### src/rtl/core/grid_cell_number_unit_defines.svh
// Assertion macros for the grid cell number unit.
`ifndef GRID_CELL_NUMBER_UNIT_DEFINES_SVH
`define GRID_CELL_NUMBER_UNIT_DEFINES_SVH

`ifndef SYNTHESIS
`define GCN_ASSERT(label, clk, rst, prop) \
  label: assert property (@(posedge clk) disable iff (rst) prop) \
    else $error("gcn assertion failed");
`define GCN_ASSERT_NEVER(label, clk, rst, expr) \
  label: assert property (@(posedge clk) disable iff (rst) !(expr)) \
    else $error("gcn forbidden condition");
`else
`define GCN_ASSERT(label, clk, rst, prop)
`define GCN_ASSERT_NEVER(label, clk, rst, expr)
`endif

`endif

### src/rtl/core/gcn_pkg.sv
package gcn_pkg;

  localparam int COORD_W   = 32;
  localparam int CELLS_W   = 31;
  localparam int DIFF_W    = COORD_W + 1;
  localparam int QBITS     = DIFF_W;
  localparam int DIV_LAT   = QBITS + 2;
  localparam int REG_IDX_W = 3;
  localparam int PROD_W    = 2 * CELLS_W;
  localparam int SUM_W     = PROD_W + 1;

  typedef logic signed [COORD_W-1:0] coord_t;
  typedef logic signed [DIFF_W-1:0]  diff_t;
  typedef logic [CELLS_W-1:0]        cells_t;

  localparam coord_t INVALID_INDEX = coord_t'(-666);
  localparam coord_t IDX_MAX       = {1'b0, {(COORD_W-1){1'b1}}};
  localparam coord_t IDX_MIN       = {1'b1, {(COORD_W-1){1'b0}}};

  typedef enum logic [REG_IDX_W-1:0] {
    REG_ORIGIN_X = 3'd0,
    REG_ORIGIN_Y = 3'd1,
    REG_WIDTH_X  = 3'd2,
    REG_WIDTH_Y  = 3'd3,
    REG_CELLS_X  = 3'd4
  } reg_idx_t;

  typedef struct packed {
    cells_t cell_number;
    logic   on_grid;
    coord_t column_index;
    coord_t row_index;
  } result_t;

endpackage

### src/rtl/core/gcn_floor_div.sv
module gcn_floor_div (
  input  logic            clk,
  input  logic            en,
  input  gcn_pkg::diff_t  dividend,
  input  gcn_pkg::coord_t divisor,
  output gcn_pkg::coord_t quotient
);

  logic [gcn_pkg::COORD_W-1:0] dmag;
  logic [gcn_pkg::COORD_W-1:0] rem [0:gcn_pkg::QBITS];
  logic [gcn_pkg::QBITS-1:0]   dq  [0:gcn_pkg::QBITS];
  logic                        neg [0:gcn_pkg::QBITS];

  logic [gcn_pkg::QBITS:0]     mag;
  logic                        sat;
  gcn_pkg::coord_t             fixed;

  assign dmag = divisor[gcn_pkg::COORD_W-1] ? gcn_pkg::COORD_W'(-divisor)
                                             : gcn_pkg::COORD_W'(divisor);

  // magnitude and quotient sign
  always_ff @(posedge clk) begin
    if (en) begin
      rem[0] <= '0;
      dq[0]  <= dividend[gcn_pkg::DIFF_W-1] ? gcn_pkg::QBITS'(-dividend)
                                             : gcn_pkg::QBITS'(dividend);
      neg[0] <= dividend[gcn_pkg::DIFF_W-1] ^ divisor[gcn_pkg::COORD_W-1];
    end
  end

  // restoring division, one quotient bit per stage
  for (genvar k = 0; k < gcn_pkg::QBITS; k++) begin : g_step
    logic [gcn_pkg::COORD_W:0] trial;
    logic [gcn_pkg::COORD_W:0] diffv;
    logic                      fits;

    assign trial = {rem[k], dq[k][gcn_pkg::QBITS-1]};
    assign diffv = trial - {1'b0, dmag};
    assign fits  = trial >= {1'b0, dmag};

    always_ff @(posedge clk) begin
      if (en) begin
        rem[k+1] <= fits ? diffv[gcn_pkg::COORD_W-1:0] : trial[gcn_pkg::COORD_W-1:0];
        dq[k+1]  <= {dq[k][gcn_pkg::QBITS-2:0], fits};
        neg[k+1] <= neg[k];
      end
    end
  end

  // floor correction and saturation
  always_comb begin
    mag = {1'b0, dq[gcn_pkg::QBITS]}
        + (gcn_pkg::QBITS+1)'(neg[gcn_pkg::QBITS] && (rem[gcn_pkg::QBITS] != '0));
    if (neg[gcn_pkg::QBITS]) begin
      sat   = mag > ((gcn_pkg::QBITS+1)'($unsigned(gcn_pkg::IDX_MAX)) + 1'b1);
      fixed = sat ? gcn_pkg::IDX_MIN
                  : gcn_pkg::coord_t'(-mag[gcn_pkg::COORD_W-1:0]);
    end else begin
      sat   = mag > (gcn_pkg::QBITS+1)'($unsigned(gcn_pkg::IDX_MAX));
      fixed = sat ? gcn_pkg::IDX_MAX
                  : gcn_pkg::coord_t'(mag[gcn_pkg::COORD_W-1:0]);
    end
  end

  always_ff @(posedge clk) begin
    if (en) begin
      quotient <= fixed;
    end
  end

endmodule
### config.mk
export PLATFORM = sky130hd
export DESIGN_NAME = gcn_floor_div
export DESIGN_NICKNAME = d
export VERILOG_FILES = /design/src/rtl/core/grid_cell_number_unit_defines.svh /design/src/rtl/core/gcn_pkg.sv /design/src/rtl/core/gcn_floor_div.sv
export SDC_FILE = /design/constraint.sdc
export NUM_CORES = 2
export LEC_CHECK = 0
export ABC_CLOCK_PERIOD_IN_PS = 9400
export BUFFER_PORTS_ARGS = -buffer_cell sky130_fd_sc_hd__clkbuf_2
export CORE_AREA = 3 3 350 697
export CTS_BUF_LIST = sky130_fd_sc_hd__clkbuf_4 sky130_fd_sc_hd__clkbuf_8
export CTS_CLUSTER_SIZE = 8
export DETAILED_ROUTE_END_ITERATION = 10
export DIE_AREA = 0 0 353 700
export PLACE_DENSITY = 0.75
export SYNTH_ARGS = -nofsm -noshare
export SYNTH_HDL_FRONTEND = slang
export SYNTH_SLANG_ARGS = --single-unit
export TNS_END_PERCENT = 10
### constraint.sdc
create_clock -name clk -period 9.4 [get_ports clk]
set_clock_uncertainty 0.15 [all_clocks]
set_input_delay 1.88 -clock clk [delete_from_list [all_inputs] [get_ports clk]]
set_output_delay 1.88 -clock clk [all_outputs]
set_load 0.1 [all_outputs]
## Word-level counts from Yosys, hierarchy flattened

Memory sizes are Yosys's and may differ from the RTL's.
Index checks and enable logic that the tools add are counted.

- Register bits after elaboration: 32
- Bits in latches: 0
- Memory bits (writable): 2,244
- ROM bits: 0
- Output and inout port bits: 32
- Word-level logic and storage cells: 119
- Memories: 3

- $add $sub $neg: 37
- $mul: 0
- Div/mod/pow operators: 0
- $lt $le $gt $ge: 35
- Equality and inequality tests: 0
- Shift-type cells: 0
- Mux-type cells: 40
- Bitwise gates (word level): 1
- Reduce and logical (&&, ||, !) cells: 2

Memory list:

| memory | depth | bits a word | rd ports | clocked after memory_dff | write ports | line | RTL |
|---|---|---|---|---|---|---|---|
| dq | 34 | 33 | 34 | 0 | 34 | gcn_floor_div.sv:11 | `logic [gcn_pkg::QBITS-1:0] dq [0:gcn_pkg::QBITS];` |
| rem | 34 | 32 | 34 | 0 | 34 | gcn_floor_div.sv:10 | `logic [gcn_pkg::COORD_W-1:0] rem [0:gcn_pkg::QBITS];` |
| neg | 34 | 1 | 34 | 0 | 34 | gcn_floor_div.sv:12 | `logic neg [0:gcn_pkg::QBITS];` |

Operator list:

| operator | number |
|---|---|
| $mux 32 | 37 |
| $ge 33x32->1 | 33 |
| $sub 32x32->32 | 33 |
| $neg 32->32 | 2 |
| $add 33x1->34 | 1 |
| $gt 34x31->1 const B | 1 |
| $gt 34x32->1 const B | 1 |
| $mux 33 | 1 |
| $neg 33->33 | 1 |
| $reduce_bool 32->1 | 1 |
| $mux 1 | 2 |
| $logic_and 1x1->1 | 1 |
| $xor 1x1->1 | 1 |

## Depth between registers and ports, before layout

- Depth after elaboration: 6
- Mapped depth: 22
- Gate-level depth less buffers: 21

## Worst setup path after synthesis

Ideal clock, no wire load.

- Path type: input to register
- From: input port divisor[31]
- To: memory rem[13][23] (netlist bit), data pin
- Arrival time: 9.064 ns
- Required time: 8.990 ns
- Slack: -0.074 ns
- Cell stages on the path: 17
- Buffers on the path: 4
- Cells stage by stage: clkbuf_1 > clkbuf_1 > mux2i_1 > clkbuf_1 > ha_1 > nor2b_1 > o31a_1 > o221a_2 > o31ai_2 > o211ai_1 > a41oi_1 > o21a_1 > a22o_1 > a21boi_1 > o32ai_1 > buf_2 > mux2_2

RTL lines:

| element | line | RTL |
|---|---|---|
| start: declaration | gcn_floor_div.sv:5 | `input gcn_pkg::coord_t divisor,` |
| end: declaration | gcn_floor_div.sv:10 |  |

==> metrics <==
status finished clean; Synth top area share 0.514; Cell Pwr Density between 300 and 400 nW/um^2; full die area ~250000 sq um; Final period util 0.854; number of global-route vias before repair ~100000; Leak approximately 55 nW; Hold Path Depth 0; Final HPWL DP around 280000 microns; Starting Density 0.547; post-layout util 0.599; Hold WC Path Type register to register; Synth Flop Type edfxtp_1; first drt pass iteration count 9; Largest stage delay, worst path roughly 1.1 ns; crit path capture type register; FF-to-FF Start neg[33]$_DFFE_PP_; switching pwr around 0.022 W; post-synthesis sequential area ratio 0.514; Die Ht roughly 700 microns; I/O Pins between 90 and 100; DRC 0; FMAX about 120 MHz; met1 Use GR 0.293; Int Pwr approximately 0.032 W; Tmin final roughly 8.0 ns; CP cell instances buf_2, inv_1, ha_1, or4b_4, nor4_4, nand2_1, o31ai_1, xor2_4, buf_4, ha_1, and3_1, nand2_1, a2111oi_0, nor2_1, a2bb2oi_1, o41a_1, nand2_1, o21ai_0, o31ai_4, buf_4, mux2_2; first-pass GRT wire length between 500000 and 600000 microns; Mapped Area around 130000 sq um; max-cap violation count 0; crit-path most repeated cell nand2_1; Die Wd ~350 microns; number of synthesized flops with an enable pin 2244; RSZ-0062 raised after global routing no; RR Endpoint quotient[23]$_DFFE_PP_; max_slew headroom 0.0578; worst-margin pin slew around 1.4 ns; DR iter-0 viols ~6700; Seq cells post-synth 2244; r2r setup slk between 2 and 2.5 ns; H-tree depth 5; Worst Hold End dq[31][21]$_DFFE_PP_; leading area contributor after synthesis edfxtp_1; gr busiest metal met2; switching part of the total 0.405; Ys Warns 0; Post-synth ARST share 0; # setup viols final 0; DR WL/cell 24.9 microns; routed vias 94267; Post-Syn Area per Cell ~11 sq um; Logic pwr share 0.525; Via-to-Cell Ratio 6.18; reg2reg path depth 15; Worst Path Max Fanout 43; root buf cell clkbuf_8; M2 GR Usage 0.544; Seq pwr share 0.332; Cell variety after synth between 100 and 150; Req. time, crit path roughly 10 ns; clk_lat worst skew 1.03 ns; TritonCTS clock tree done; CP startpoint kind input pin; fin. max-slew vios 0; Min-Delay Startpoint dq[30][20]$_DFFE_PP_; layout cells sized above 1 0.113; Num CTS Buffers approximately 350; WP data arrival ~8.6 ns; Post-Syn Instances about 11000; post-route ant nets 0; Synth-to-Final Area Change 9.39%; Final Wtd Congestion 0.975; overall routing resource usage 0.302; Critical Setup Path Class input pin to register; met3 global-route usage 0.0428; DP Worst Slack roughly 0.5 ns; Worst-path clk slew roughly 0.060 ns; Hold Vio Cnt, Final 0; final worst slack 1.38 ns; post-CTS resize count 0; Synth area leaders edfxtp_1, ha_1, a21oi_1; clock sinks approximately 2200; post-CTS setup buffers 0; Core Area 239000 sq um; peak supply drop ~160 uV; Buffers & Inverters on Critical Path 4; FP Rows ~250; Top delay family on crit path compound AO/OA/AOI/OAI gates; initial antenna violation count 18; largest net degree at the start of global routing roughly 210; I/O Buffers between 90 and 100; Fin Setup TNS 0 ns; DRT Wirelength 379000 microns; Final nets roughly 13000; cts hold-fix bufs 0; CP max-delay cell a2111oi_0; clk buf depth 4; GRT overflow 0; syn nets 12623; Clk pwr share 0.143
through the flow:
step	instances	power (W)	area [sq um]	hold slack [ns]
finish	15252	0.0534	143000	0.197
global route	15248	0.0572	143000	0.192
CTS	15237	0.0534	143000	0.181
detailed placement	14739	0.0454	137000	0.255
global placement	14739	0.0448	137000	0.250
floorplan	11493	0.0377	131000	0.250
cell usage after synthesis, types with 195 or more instances:
master and n:
nor2_1 712, o21ai_0 908, nand2_1 913, inv_1 318
xnor2_1 569, mux2_2 413, nand3_1 195, xor2_1 388
edfxtp_1 2244, nor3_1 199, clkbuf_1 202, ha_1 1031
a21oi_1 1001, a21o_1 450
layout make-up:
type                            count  area (sq um)
Antenna cell                       15          37.5
Clock buffer                      425          5400
Clock inverter                     73           514
Fill cell                       19212         96000
Inverter                          320          1200
Multi-Input combinational cell   8663         62000
Sequential cell                  2244         67400
Tap cell                         3200          4000
Timing Repair Buffer              312          2700
cell usage in the layout, fill, tap and decap left out, types with 199 or more instances in the layout:
cell type	instances
a21o_1	450
a21oi_1	999
clkbuf_8	353
edfxtp_1	2244
ha_1	1031
inv_1	318
mux2_2	413
nand2_1	913
nor2_1	712
nor3_1	199
o21ai_0	908
xnor2_1	562
xor2_1	366
per-layer routing:
| layer | wire (microns) | vias to the layer above |
|---|---|---|
| met3 | 17400 | 1306 |
| met5 | 54 | - |
| li1 | - | 44495 |
| met2 | 193000 | 3019 |
| met1 | 125000 | 45439 |
| met4 | 43800 | 8 |
how the worst max path moves through the flow:
stage	startpoint	end	slack, ns	cells after the start
floorplan	divisor[0]	rem[7][10]$_DFFE_PP_	1.37	20
global placement	divisor[0]	rem[33][25]$_DFFE_PP_	0.52	21
detailed placement	divisor[0]	rem[33][13]$_DFFE_PP_	0.49	21
CTS	divisor[0]	rem[33][13]$_DFFE_PP_	1.55	21
global route	divisor[0]	rem[33][25]$_DFFE_PP_	1.15	21
finish	divisor[0]	rem[33][13]$_DFFE_PP_	1.38	21
sequential cells by signal, summed over array words and instances (netlist names):
name      cells
dq         1122
neg          34
quotient     32
rem        1056
power by group through the flow:
stage | registers (W) | logic, W | clock network (W)
3_5_place_dp | 0.0178 | 0.0276 | 0
4_1_cts | 0.0177 | 0.0278 | 0.00787
3_3_place_gp | 0.0178 | 0.0270 | 0
6_report | 0.0177 | 0.0280 | 0.00762
5_1_grt | 0.0179 | 0.0310 | 0.00826
2_1_floorplan | 0.0168 | 0.0210 | 0
cell families (layout without fill, tap and decap cells):
| group | after synthesis | in the layout | share of synthesized area |
|---|---|---|---|
| adders and majority gates | 1063 | 1063 | 0.103 |
| other | 0 | 15 | 0 |
| AOI/OAI and AO/OA | 3401 | 3401 | 0.162 |
| muxes | 445 | 445 | 0.0380 |
| buffers and inverters | 586 | 1130 | 0.0174 |
| DFF | 2244 | 2244 | 0.514 |
| xor gates and xnor gates | 957 | 957 | 0.0640 |
| and+or+nand+nor | 2797 | 2797 | 0.100 |
(Power assumes the default switching activity.)
